==> src/hw/rtl/ymp_pkg.sv <==
// Types, codes and the CRC-16/XMODEM byte update for the YMODEM receiver
package ymp_pkg;

	typedef enum logic [6:0] {
		PH_HEADER  = 7'b0000001,
		PH_CANCEL2 = 7'b0000010,
		PH_SEQ     = 7'b0000100,
		PH_COMP    = 7'b0001000,
		PH_DATA    = 7'b0010000,
		PH_CRC_HI  = 7'b0100000,
		PH_CRC_LO  = 7'b1000000
	} phase_t;

	localparam logic [2:0] ST_GOOD   = 3'd0;
	localparam logic [2:0] ST_EOT    = 3'd1;
	localparam logic [2:0] ST_CANCEL = 3'd2;
	localparam logic [2:0] ST_ABORT  = 3'd3;
	localparam logic [2:0] ST_ERROR  = 3'd4;

	localparam logic ACT_BYTE = 1'b0;
	localparam logic ACT_TICK = 1'b1;

	localparam logic KIND_DATA   = 1'b0;
	localparam logic KIND_STATUS = 1'b1;

	localparam logic [7:0] HDR_SOH     = 8'h01;
	localparam logic [7:0] HDR_STX     = 8'h02;
	localparam logic [7:0] HDR_EOT     = 8'h04;
	localparam logic [7:0] HDR_CA      = 8'h18;
	localparam logic [7:0] HDR_ABORT_U = 8'h41;
	localparam logic [7:0] HDR_ABORT_L = 8'h61;

	localparam logic [10:0] LEN_SHORT = 11'd128;
	localparam logic [10:0] LEN_LONG  = 11'd1024;

	localparam logic [15:0] CRC_POLY      = 16'h1021;
	localparam logic [15:0] TIMEOUT_RESET = 16'd1000;

	typedef struct packed {
		logic       action;
		logic [7:0] rx_byte;
	} item_t;

	typedef struct packed {
		logic        kind;
		logic [7:0]  data;
		logic [2:0]  status;
		logic [7:0]  seq;
		logic [10:0] len;
	} result_t;

	function automatic logic [15:0] crc_step(input logic [15:0] crc, input logic [7:0] b);
		logic [15:0] c;
		c = crc ^ {b, 8'h00};
		for (int k = 0; k < 8; k++) begin
			c = c[15] ? ({c[14:0], 1'b0} ^ CRC_POLY) : {c[14:0], 1'b0};
		end
		return c;
	endfunction

endpackage

==> src/hw/rtl/ymp_in_stage.sv <==
// Input register stage of the YMODEM receiver
module ymp_in_stage (
	input  logic           clk,
	input  logic           arst_n,
	input  logic           in_valid,
	output logic           in_ready,
	input  ymp_pkg::item_t in_item,
	output logic           item_valid,
	output ymp_pkg::item_t item,
	input  logic           item_take
);
	import ymp_pkg::*;

	logic  valid_s1;
	item_t item_s1;

	assign in_ready   = !valid_s1 || item_take;
	assign item_valid = valid_s1;
	assign item       = item_s1;

	always_ff @(posedge clk or negedge arst_n) begin
		if (!arst_n) begin
			valid_s1 <= 1'b0;
		end else if (in_ready) begin
			valid_s1 <= in_valid;
		end
	end

	always_ff @(posedge clk) begin
		if (in_valid && in_ready) begin
			item_s1 <= in_item;
		end
	end

endmodule

==> src/hw/rtl/ymp_framer.sv <==
// Packet framing state, CRC check, timeout and result register
module ymp_framer (
	input  logic             clk,
	input  logic             arst_n,
	input  logic             item_valid,
	input  ymp_pkg::item_t   item,
	output logic             item_take,
	input  logic [15:0]      timeout,
	output logic             out_valid,
	input  logic             out_ready,
	output ymp_pkg::result_t result
);
	import ymp_pkg::*;

	phase_t      phase_q, phase_n;
	logic        long_q, long_n;
	logic [10:0] idx_q, idx_n;
	logic [7:0]  seq_q, seq_n;
	logic        comp_ok_q, comp_ok_n;
	logic [15:0] crc_q, crc_n;
	logic [7:0]  crc_hi_q, crc_hi_n;
	logic [15:0] idle_q, idle_n;

	logic        valid_s2;
	result_t     res_s2;

	logic        advance;
	logic        emit;
	result_t     res_n;
	logic [15:0] idle_inc;
	logic [10:0] idx_inc;
	logic [10:0] plen;
	logic [7:0]  b;

	assign advance   = !valid_s2 || out_ready;
	assign item_take = item_valid && advance;
	assign out_valid = valid_s2;
	assign result    = res_s2;

	assign b        = item.rx_byte;
	assign idle_inc = idle_q + 16'd1;
	assign idx_inc  = idx_q + 11'd1;
	assign plen     = long_q ? LEN_LONG : LEN_SHORT;

	always_comb begin
		phase_n   = phase_q;
		long_n    = long_q;
		idx_n     = idx_q;
		seq_n     = seq_q;
		comp_ok_n = comp_ok_q;
		crc_n     = crc_q;
		crc_hi_n  = crc_hi_q;
		idle_n    = idle_q;
		emit      = 1'b0;
		res_n     = '0;
		res_n.kind = KIND_STATUS;
		if (item_take) begin
			if (item.action == ACT_TICK) begin
				if (idle_inc >= timeout) begin
					idle_n       = '0;
					emit         = 1'b1;
					res_n.status = ST_ERROR;
				end else begin
					idle_n = idle_inc;
				end
			end else begin
				idle_n = '0;
				case (phase_q)
					PH_HEADER: begin
						if (b == HDR_SOH || b == HDR_STX) begin
							long_n    = (b == HDR_STX);
							idx_n     = '0;
							crc_n     = '0;
							comp_ok_n = 1'b0;
							phase_n   = PH_SEQ;
						end else if (b == HDR_CA) begin
							phase_n = PH_CANCEL2;
						end else begin
							emit = 1'b1;
							if (b == HDR_EOT)
								res_n.status = ST_EOT;
							else if (b == HDR_ABORT_U || b == HDR_ABORT_L)
								res_n.status = ST_ABORT;
							else
								res_n.status = ST_ERROR;
						end
					end
					PH_CANCEL2: begin
						emit         = 1'b1;
						res_n.status = (b == HDR_CA) ? ST_CANCEL : ST_ERROR;
					end
					PH_SEQ: begin
						seq_n   = b;
						phase_n = PH_COMP;
					end
					PH_COMP: begin
						comp_ok_n = ((b ^ 8'hff) == seq_q);
						idx_n     = '0;
						phase_n   = PH_DATA;
					end
					PH_DATA: begin
						crc_n = crc_step(crc_q, b);
						idx_n = idx_inc;
						if (idx_inc >= plen)
							phase_n = PH_CRC_HI;
					end
					PH_CRC_HI: begin
						crc_hi_n = b;
						phase_n  = PH_CRC_LO;
					end
					PH_CRC_LO: begin
						emit = 1'b1;
						if (comp_ok_q && ({crc_hi_q, b} == crc_q)) begin
							res_n.status = ST_GOOD;
							res_n.seq    = seq_q;
							res_n.len    = plen;
						end else begin
							res_n.status = ST_ERROR;
						end
					end
					default: begin
						phase_n = PH_HEADER;
						idx_n   = '0;
					end
				endcase
			end
			// every status closes the packet
			if (emit) begin
				phase_n = PH_HEADER;
				idx_n   = '0;
			end
		end
		// payload byte result
		if (item_take && item.action == ACT_BYTE && phase_q == PH_DATA) begin
			emit       = 1'b1;
			res_n      = '0;
			res_n.kind = KIND_DATA;
			res_n.data = b;
		end
	end

	always_ff @(posedge clk or negedge arst_n) begin
		if (!arst_n) begin
			phase_q   <= PH_HEADER;
			long_q    <= 1'b0;
			idx_q     <= '0;
			seq_q     <= '0;
			comp_ok_q <= 1'b0;
			crc_q     <= '0;
			crc_hi_q  <= '0;
			idle_q    <= '0;
			valid_s2  <= 1'b0;
		end else begin
			phase_q   <= phase_n;
			long_q    <= long_n;
			idx_q     <= idx_n;
			seq_q     <= seq_n;
			comp_ok_q <= comp_ok_n;
			crc_q     <= crc_n;
			crc_hi_q  <= crc_hi_n;
			idle_q    <= idle_n;
			if (advance)
				valid_s2 <= item_take && emit;
		end
	end

	always_ff @(posedge clk) begin
		if (item_take && emit) begin
			res_s2 <= res_n;
		end
	end

endmodule

==> src/hw/rtl/ymodem_packet_receiver.sv <==
// YMODEM packet receiver top level
//
// Input channel (in_valid/in_ready): one transaction is either a received
// byte (action 0, rx_byte) or one timer tick (action 1).
// Output channel (out_valid/out_ready): payload bytes as they arrive, then
// one status per packet (good, EOT, cancel, abort, error). Drop the payload
// of any packet whose status is not good.
// Config channel (cfg_valid/cfg_ready): writes timeout_ticks; write only
// while no transaction is in flight. cfg_ready is always high.
// A taken input transaction is held in the input register, its result in
// the result register. Throughput: one input transaction per cycle while
// the output is not stalled, set by the input register and the result
// register around the framing logic. A stalled output holds its result and
// backs up the input stage; in_ready drops once the input register is full.
// Reset: waiting for a header, timeout_ticks back to 1000, no result held.
module ymodem_packet_receiver (
	input  logic        clk,
	input  logic        arst_n,
	input  logic        in_valid,
	output logic        in_ready,
	input  logic        action,
	input  logic [7:0]  rx_byte,
	output logic        out_valid,
	input  logic        out_ready,
	output logic        result_kind,
	output logic [7:0]  data_byte,
	output logic [2:0]  status,
	output logic [7:0]  seq_number,
	output logic [10:0] payload_length,
	input  logic        cfg_valid,
	output logic        cfg_ready,
	input  logic [15:0] timeout_ticks
);
	import ymp_pkg::*;

	item_t       in_item, item;
	logic        item_valid, item_take;
	result_t     result;
	logic [15:0] timeout_q;

	assign in_item.action  = action;
	assign in_item.rx_byte = rx_byte;
	assign cfg_ready       = 1'b1;

	always_ff @(posedge clk or negedge arst_n) begin
		if (!arst_n) begin
			timeout_q <= TIMEOUT_RESET;
		end else if (cfg_valid && cfg_ready) begin
			timeout_q <= timeout_ticks;
		end
	end

	ymp_in_stage u_in (
		.clk        (clk),
		.arst_n     (arst_n),
		.in_valid   (in_valid),
		.in_ready   (in_ready),
		.in_item    (in_item),
		.item_valid (item_valid),
		.item       (item),
		.item_take  (item_take)
	);

	ymp_framer u_framer (
		.clk        (clk),
		.arst_n     (arst_n),
		.item_valid (item_valid),
		.item       (item),
		.item_take  (item_take),
		.timeout    (timeout_q),
		.out_valid  (out_valid),
		.out_ready  (out_ready),
		.result     (result)
	);

	assign result_kind    = result.kind;
	assign data_byte      = result.data;
	assign status         = result.status;
	assign seq_number     = result.seq;
	assign payload_length = result.len;

endmodule

==> config.mk <==
export PLATFORM = sky130hd
export DESIGN_NAME = ymodem_packet_receiver
export DESIGN_NICKNAME = d
export VERILOG_FILES = /design/src/hw/rtl/ymp_pkg.sv /design/src/hw/rtl/ymp_in_stage.sv /design/src/hw/rtl/ymp_framer.sv /design/src/hw/rtl/ymodem_packet_receiver.sv
export SDC_FILE = /design/constraint.sdc
export NUM_CORES = 1
export LEC_CHECK = 0
export ABC_AREA = 1
export BUFFER_PORTS_ARGS = -buffer_cell sky130_fd_sc_hd__buf_2
export CAP_MARGIN = 20
export CORE_MARGIN = 2
export CORE_UTILIZATION = 60
export DETAILED_ROUTE_END_ITERATION = 12
export PLACE_DENSITY_LB_ADDON = 0.3
export SYNTH_ARGS = -nofsm -noshare
export SYNTH_HDL_FRONTEND = slang
export SYNTH_SLANG_ARGS = --single-unit
==> constraint.sdc <==
create_clock -name clk -period 9.1 [get_ports clk]
set_input_delay 1.82 -clock clk [delete_from_list [all_inputs] [get_ports clk]]
set_output_delay 1.82 -clock clk [all_outputs]
set_load 0.03 [all_outputs]
==> results of run 1 <==
kinds of logic (layout without fill, tap and decap cells):
family,count (synthesis),after routing,synth area share (%)
and+or+nand+nor,314,314,23.0
buffers and inverters,150,209,10.4
DFF,117,117,46.8
AOI/OAI and AO/OA,109,109,9.20
xor gates and xnor gates,49,49,6.61
adders and majority gates,20,20,3.79
other,2,10,0.114
muxes,1,1,0.170
cell usage after synthesis (all sizes together), types with 2 or more instances:
| master | number | area [um2] |
|---|---|---|
| xnor2 | 13 | 121 |
| nand4 | 20 | 131 |
| inv | 120 | 453 |
| xor2 | 36 | 315 |
| buf | 22 | 194 |
| nor4 | 4 | 31.3 |
| or2 | 7 | 43.8 |
| conb | 2 | 7.51 |
| clkinv | 2 | 13.8 |
| ha | 20 | 250 |
| a21oi | 12 | 75.1 |
| a22o | 3 | 26.3 |
| edfxtp | 31 | 931 |
| nand2 | 159 | 622 |
| nand3 | 36 | 228 |
| dfrtp | 79 | 1980 |
| o21ai | 74 | 370 |
| o22ai | 14 | 87.6 |
| clkbuf | 6 | 23.8 |
| dfstp | 7 | 184 |
| nor3 | 14 | 108 |
| nor2 | 72 | 337 |
per-layer routing:
layer | up-vias | GRT usage [%] | part of all wire (%) | wire, um
met3 | 33 | 7.23 | 6.0 | 919
met2 | 195 | 48.6 | 50 | 7620
met4 | 0 | 10.1 | 2.4 | 366
met5 | - | 0 | 0 | 0
li1 | 2555 | - | - | -
met1 | 2469 | 34.5 | 41 | 6290
registers in the layout, indices dropped and copies added (netlist names):
signal	cells
u_framer.result	22
timeout_q	16
u_framer.crc_q	16
u_framer.idle_q	16
u_framer.idx_q	11
u_in.item	9
u_framer.crc_hi_q	8
u_framer.seq_q	8
u_framer.phase_q	7
u_framer.comp_ok_q	1
u_framer.long_q	1
u_framer.out_valid	1
u_in.item_valid	1
power by group:
part | switching, mW | internal, mW | total [mW]
combinational | 0.305 | 0.151 | 0.456
sequential | 0.0512 | 0.611 | 0.662
clock | 0.225 | 0.439 | 0.663
how the worst max path moves through the flow:
stage	startpoint	end	slack [ns]	cells after the start
2_1_floorplan	out_ready	in_ready	5.14	2
3_3_place_gp	out_ready	in_ready	5.02	4
3_5_place_dp	out_ready	in_ready	5.02	4
4_1_cts	out_ready	in_ready	4.96	4
5_1_grt	out_ready	in_ready	4.90	4
6_report	out_ready	in_ready	4.95	4
cells in the final DEF (no fill, tap or decap), types with 3 or more instances in the layout:
cell type and count:
nand2_2 7, nor3_1 9, clkbuf_8 4, a21oi_1 10, buf_2 52, nand3_1 31
a22o_1 3, dfstp_2 7, clkbuf_1 7, o21ai_0 64, nand3_4 3, or2_2 6
nor3_2 3, edfxtp_1 31, xor2_1 36, nand4_1 19, o21ai_1 9, xnor2_1 12
ha_1 20, nor2_1 63, clkbuf_16 16, bufinv_16 3, nand2_1 151, conb_1 10
dfrtp_1 79, inv_2 8, inv_1 111, nor4_1 3, nor2_4 6, o22ai_1 14
layout make-up:
| class | instances | area (um2) | share of cell area (%) |
|---|---|---|---|
| Clock buffer | 27 | 482 | 6.44 |
| Clock inverter | 5 | 103 | 1.37 |
| Inverter | 122 | 467 | 6.24 |
| Multi-Input combinational cell | 503 | 2870 | 38.4 |
| Sequential cell | 117 | 3090 | 41.4 |
| Tap cell | 140 | 175 | 2.34 |
| Timing Repair Buffer | 55 | 290 | 3.88 |
worst max-delay path, stage by stage:
cell and delay (ns):
buf_2 0.09, inv_1 0.08, nand3_1 0.13, buf_2 0.21
==> flow_summary.ini, run 1 <==
[timing]
fin_skew_ns = 0.00915
hold_slack_ns = 0.481
tightest_slew_ns = 0.594
setup_viol = 0
grt_setup_unrepaired = false
fin_ws_ns = 4.95
drv_slew = 0
max_slew_margin_pct = 60.4
tns_ns = 0
hold_violations = 0
maxClockFrequency_ghz = 0.241
period_needed_ns = 4.15
fin_crit_sh_pct = 45.6

[global_route]
grt_max_degree = 45
grt_pass1_wl_mm = 25.4
grt_usage_pct = 28.3
grt_pass1_vias = 5372
overflow = 0
antenna_found_initial = 0

[clocking]
cts_buffers = 17
path_clk_slew_ns = 0.05
post-cts-setup-buffer-count = 0
insertion_delay_ns = 0.53
clkSinkCount = 117
cts_hold_buf = 0
htreeDepth = 4
cts_resized = 0
cts_tree = yes
ctsLongestPathBuffers = 2
root_buffer = clkbuf_8

[worst_hold_path]
hp-start = u_framer.phase_q[6]$_DFFE_PN0P_
hold_class = reg -> reg
holdPathStages = 2
whs_endpoint = u_framer.phase_q[6]$_DFFE_PN0P_

[power]
ir_worst_vdd_uv = 235
pwr_density_cell_nw_per_um2 = 238
totalPowerFinal_mw = 1.78
p_leak_nw = 3.57

[yosys]
async_reset_ff_share_pct = 73.5
yosysWarnings = 0
ys_seq_area_share_pct = 46.8
synth-seq-cells = 117
synth_edf_count = 31
syn_area_um2 = 6610
synth_ff_type = dfrtp_1
syn-mean-instance-area_um2 = 8.67
synthDistinctLibCells = 53
synth_cells = 762

[finish]
fill_cells = 849
stdcell_count = 969
area_delta_synth_final_pct = 13.1
fin_util_pct = 69.3
design_area_um2 = 7480
layout-drive-gt1-share_pct = 16.9
antenna_cells = 0
nets = 866

[placement]
preCtsSetupSlack_ns = 5.02
place_area_um2 = 6880
place_inst = 936
gp_congestion = 0.972
hpwlAfterDp_mm = 11.0
io_buffers = 53

[die]
rows = 38
die_w_um = 109
coreArea_um2 = 10800
ios = 64
initial_core_util_pct = 61.2
design.die.area_um2 = 11900
fp.dieH_um = 109

[drt]
routed_wl_mm = 15.2
drtIter0Drc = 347
wire_per_inst_um = 15.7
vias_per_cell = 5.42
vias = 5252
drc = 0
ant_nets = 0
firstDrtPassIters = 7

[critical_path]
crit_fanout = 3
cp-start-kind = input port
cp.arrival_ns = 2.33
rr_worst_depth = 16
r2r_setup_slack_ns = 5.87
reg2reg_from = u_framer.idle_q[0]$_DFFE_PN0P_
rr_endpoint = u_framer.result[24]$_SDFFCE_PN0P_
crit_type = in -> out
end_kind = output pin
cp.required_ns = 7.28

[status]
status = complete, no violations

[job]
drv_cap = 0
Power figures use the tool's default switching activity.
==> inputs of run 2 (changes only) <==
==> constraint.sdc (replaced) <==
create_clock -name clk -period 4.15 [get_ports clk]
set_input_delay 0.83 -clock clk [delete_from_list [all_inputs] [get_ports clk]]
set_output_delay 0.83 -clock clk [all_outputs]
set_load 0.03 [all_outputs]
==> run 2 against run 1 <==
Design area fell by 0.59%. First-iteration DRC count rose by 9.5%. Largest cell class unchanged. Clock skew fell by 0.0019 ns. Routed wire length fell by 2.8%. Via count rose by 0.19%. Critical endpoint is now u_framer.result[11]$_SDFFCE_PP0P_. Critical path depth rose by 13. Hold slack got worse by 0.089 ns. Die area did not move. Sequential power rose by 120%.
==> flow_summary.ini, run 2 (synthesis results as in run 1) <==
[drt]
dr_wl_met3_um = 988
drtIter0Drc = 380
firstDrtPassIters = 5
vias = 5262
ant_nets = 0
met2WireLength_mm = 7.35
top_layer = met4
wl_met1_mm = 6.18
wire_per_inst_um = 15.2
vias_per_cell = 5.43
drc = 0
routed_wl_mm = 14.8

[finish]
largest_reg_flops = 22
layout-drive-gt1-share_pct = 16.9
layout_common_cells = nand2_1, inv_1, dfrtp_1
layout_commonest_cell = nand2_1
nets = 866
stdcell_count = 969
antenna_cells = 0
fill_cells = 823
area_delta_synth_final_pct = 12.4

[timing]
fin_crit_sh_pct = 77.3
tns_ns = 0
setup_viol = 0
max_slew_margin_pct = 40.3
maxClockFrequency_ghz = 0.312
drv_slew = 0
period_needed_ns = 3.21
hold_slack_ns = 0.391
grt_setup_unrepaired = false
fin_ws_ns = 0.943
fin_skew_ns = 0.00726
hold_violations = 0
tightest_slew_ns = 0.896

[clocking]
cts_tree = yes
cts_resized = 0
root_buffer = clkbuf_8
cts_buffers = 17
post-cts-setup-buffer-count = 0
path_clk_slew_ns = 0.06
cts_hold_buf = 0
insertion_delay_ns = 0.54
htreeDepth = 4
clkSinkCount = 117
ctsLongestPathBuffers = 2

[global_route]
grt_usage_pct = 27.9
antenna_found_initial = 0
grt_pass1_wl_mm = 25.2
overflow = 0
grt_pass1_vias = 5352
grt_max_degree = 68

[status]
status = complete, no violations

[worst_hold_path]
hold_class = in -> async

[critical_path]
crit_fanout = 23
cp.required_ns = 4.36
end_kind = flop
path_cells = inv_1 > nor4_1 > nand2_1 > xor2_1 > inv_1 > ha_1 > nand2_1 > inv_1 > nand2_1 > nor2_1 > nor2_1 > nand2_1 > nand2_1 > nand2_2 > nand2_1 > o21ai_2 > buf_4
cpMostUsedCell = nand2_1
crit_type = reg -> reg
max_stage_delay_ns = 0.50
cp-start-kind = flop
path_delay_family = simple AND/OR/NAND/NOR gates
cp.arrival_ns = 3.42
r2r_setup_slack_ns = 0.94
critPathSlowestCell = nor4_1
critPathBufInv = 4

[placement]
gp_congestion = 0.947
io_buffers = 53
preCtsSetupSlack_ns = 0.990
hpwlAfterDp_mm = 10.8
place_inst = 937

[power]
ir_worst_vdd_uv = 389
p_leak_nw = 3.55
pwr_density_cell_nw_per_um2 = 512
totalPowerFinal_mw = 3.80

[die]
coreArea_um2 = 10800
ios = 64
design.die.area_um2 = 11900
rows = 38
initial_core_util_pct = 61.2
die_w_um = 109
fp.dieH_um = 109

[job]
drv_cap = 0
## run 2: changes by cell type in the layout (fill, tap and decap cells not counted)
cell / before / now
buf_4: 2 / 3
buf_8: 1 / 0
bufinv_16: 3 / 2
clkbuf_1: 7 / 4
clkbuf_8: 4 / 2
clkinv_1: 0 / 3
clkinv_2: 2 / 3
clkinvlp_4: 1 / 2
inv_6: 0 / 1
## run 2: routing by layer
metal  vias up  track usage, %
met2       189            47.5
met4         0            11.6
met3        24            6.81
li1       2557               -
met1      2492            33.9
met5         -               0
## run 2: area by class of cell
class                           instances  area (um2)  area share (%)
Multi-Input combinational cell        503        2870            38.6
Sequential cell                       117        3090            41.6
Timing Repair Buffer                   55         283            3.80
Clock buffer                           22         443            5.96
Inverter                              122         467            6.28
Clock inverter                         10         105            1.41
Tap cell                              140         175            2.36
## run 2: path summary, 6_finish.rpt
kind                            cells after the start                             from                           endpoint
worst max-delay path                               17   u_framer.idle_q[5]$_DFFE_PN0P_  u_framer.result[11]$_SDFFCE_PP0P_
worst min-delay path                                1                           arst_n           timeout_q[4]$_DFFE_PN0P_
worst max register to register                     17   u_framer.idle_q[5]$_DFFE_PN0P_  u_framer.result[11]$_SDFFCE_PP0P_
worst min register to register                      2  u_framer.phase_q[0]$_DFFE_PN1P_    u_framer.phase_q[0]$_DFFE_PN1P_
max in group asynchronous                           2                           arst_n           timeout_q[8]$_DFFE_PN1P_
min in group clk                                    1                       rx_byte[1]             u_in.item[1]$_DFFE_PP_
## run 2: per-stage QoR
step | instance area [um2] | utilization [%]
3_3_place_gp | 6880 | 63.8
3_5_place_dp | 6880 | 63.8
6_report | 7430 | 68.9
2_1_floorplan | 6640 | -
4_1_cts | 7430 | 68.9
5_1_grt | 7430 | 68.9
## run 2: power by group
part           leakage (nW)  switching (mW)  internal (mW)  total, mW
Clock                 0.262           0.505          0.862       1.37
Combinational          1.85           0.659          0.329      0.988
Sequential             1.44           0.108           1.34       1.45
==> inputs of run 3 (changes only) <==
--- a/config.mk
+++ b/config.mk
@@ -9,7 +9,7 @@
 export BUFFER_PORTS_ARGS = -buffer_cell sky130_fd_sc_hd__buf_2
 export CAP_MARGIN = 20
 export CORE_MARGIN = 2
-export CORE_UTILIZATION = 60
+export CORE_UTILIZATION = 54
 export DETAILED_ROUTE_END_ITERATION = 12
 export PLACE_DENSITY_LB_ADDON = 0.3
 export SYNTH_ARGS = -nofsm -noshare
==> constraint.sdc (replaced) <==
create_clock -name clk -period 2.9 [get_ports clk]
set_input_delay 0.58 -clock clk [delete_from_list [all_inputs] [get_ports clk]]
set_output_delay 0.58 -clock clk [all_outputs]
set_load 0.03 [all_outputs]
==> run 3 against run 2 <==
The run now ends with setup timing left. Routed wire length grew 8.5%. Critical endpoint is now u_framer.idle_q[13]$_DFFE_PN0P_. Non-clock buffer count is 25 higher. Register-to-register slack worse by 1.1 ns. Final cell count grew 3.3%. Clock skew increased by 0.0040 ns.
==> flow_summary.ini, run 3 (synthesis results as in run 1) <==
[power]
ir_worst_vdd_uv = 451
seq_power_share_pct = 35.8
p_clk_share_pct = 37.3
swShare_pct = 33.1
p_comb_share_pct = 26.9
p_leak_nw = 3.78
p_int_mw = 3.86
pwr_density_cell_nw_per_um2 = 736
power_switching_mw = 1.91

[finish]
nets = 891
antenna_cells = 0
stdcell_count = 1001
layout_common_cells = nand2_1, inv_1, dfrtp_1
layout-drive-gt1-share_pct = 22.0
design_area_um2 = 7850
layout_commonest_cell = nand2_1
multiInputGateArea_um2 = 2980
fin_util_pct = 65.6
area_delta_synth_final_pct = 18.7
seqCellArea_um2 = 3090
fill_cells = 943
largest_reg_flops = 22

[placement]
gp_congestion = 0.964
hpwlAfterDp_mm = 11.4
io_buffers = 53
place_area_um2 = 6980
preCtsSetupSlack_ns = -0.0744
place_inst = 950

[die]
rows = 40
coreArea_um2 = 12000
ios = 64
initial_core_util_pct = 55.3
die_w_um = 115
design.die.area_um2 = 13100
fp.dieH_um = 115

[drt]
ant_nets = 0
drtIter0Drc = 432
vias = 5385
wire_per_inst_um = 16.0
firstDrtPassIters = 5
routed_wl_mm = 16.0
vias_per_cell = 5.38
drc = 0

[critical_path]
cp.required_ns = 3.23
rr_endpoint = u_framer.idle_q[13]$_DFFE_PN0P_
crit_fanout = 8
cp-start-kind = flop
reg2reg_from = u_framer.idle_q[5]$_DFFE_PN0P_
end_kind = flop
critPathBufInv = 4
max_stage_delay_ns = 0.39
cpMostUsedCell = nand2_1
rr_worst_depth = 17
critPathSlowestCell = dfrtp_1
path_cells = inv_1 > nor4_2 > buf_4 > nand2_1 > nor2_2 > xor2_1 > ha_1 > nand2_1 > nor3b_2 > nand2_1 > a21oi_2 > nand2_4 > buf_6 > nor2_4 > buf_12 > nand2_1 > o21ai_0
path_delay_family = simple AND/OR/NAND/NOR gates
cp.arrival_ns = 3.36
r2r_setup_slack_ns = -0.12
crit_type = reg -> reg
crit_path_start = u_framer.idle_q[5]$_DFFE_PN0P_

[job]
drv_cap = 0

[timing]
fin_skew_ns = 0.0112
max_slew_margin_pct = 57.5
fin_ws_ns = -0.123
hold_slack_ns = 0.155
grt_setup_unrepaired = true
maxClockFrequency_ghz = 0.331
fin_crit_sh_pct = 104
drv_slew = 0
hold_violations = 0
tightest_slew_ns = 0.633
setup_viol = 24
period_needed_ns = 3.02

[clocking]
htreeDepth = 4
path_clk_slew_ns = 0.05
ctsLongestPathBuffers = 2
insertion_delay_ns = 0.42
cts_tree = yes
root_buffer = clkbuf_16
clkSinkCount = 117
cts_buffers = 17

[global_route]
grt_max_degree = 46
grt_usage_pct = 25.0
grt_pass1_wl_mm = 25.3
overflow = 0
grt_pass1_vias = 5252
antenna_found_initial = 0

[worst_hold_path]
hold_class = in -> async

[status]
violations = setup timing
status = finished with violations
==> run 3: changes by cell type in the layout (fill, tap and decap cells not counted), sizes merged <==
cell / delta
clkinvlp: -2
clkbuf: -2
inv: -1
buf: +24
clkinv: +4
bufinv: +2
==> run 3: repair_timing <==
| item | in CTS | in global routing |
|---|---|---|
| setup buffers | 7 | 12 |
| hold buffers | 0 | 0 |
| pin swaps | 5 | 17 |
| resized for setup | 6 | 20 |
| endpoints found under the setup margin | 39 | 58 |
| cloned | 0 | 1 |
==> run 3: worst max-delay path by stage <==
stage,endpoint,slack [ns],depth (start not counted)
floorplan,u_framer.result[10]$_SDFFCE_PP0P_,-0.08,15
global placement,u_framer.result[13]$_SDFFCE_PP0P_,0.04,16
detailed placement,u_framer.phase_q[3]$_DFFE_PN0P_,-0.07,18
CTS,u_framer.phase_q[3]$_DFFE_PN0P_,-0.02,18
global route,u_framer.idle_q[12]$_DFFE_PN0P_,-0.26,17
finish,u_framer.idle_q[13]$_DFFE_PN0P_,-0.12,17
==> run 3: stage by stage <==
| stage | total power [mW] | setup TNS [ns] |
|---|---|---|
| 2_1_floorplan | 3.17 | -1.67 |
| 3_3_place_gp | 3.51 | 0 |
| 3_5_place_dp | 3.56 | -1.74 |
| 4_1_cts | 5.73 | -0.316 |
| 5_1_grt | 6.02 | -10.64 |
| 6_report | 5.77 | -1.73 |
==> run 3: cell type report <==
type                       count  share of cell area [%]
clock inverter                13                    2.07
inverter                     122                    5.95
clock buffer                  19                    5.52
sequential                   117                    39.4
multi-input combinational    503                    37.9
timing repair buffer          80                    6.79
tap                          147                    2.34
==> run 3: layer usage <==
metal	wire, um	up-vias	GRT usage (%)
met1	6940	2579	31.5
met5	0	-	0
li1	-	2604	-
met3	811	30	6.30
met2	7990	172	42.2
met4	294	0	8.05
==> run 3: power by group through the flow <==
stage          Sequential (mW)  Combinational, mW  Clock, mW
4_1_cts                   2.07               1.49       2.17
2_1_floorplan             2.12               1.04          0
6_report                  2.07               1.55       2.15
3_5_place_dp              2.09               1.47          0
5_1_grt                   2.09               1.69       2.24
3_3_place_gp              2.09               1.43          0
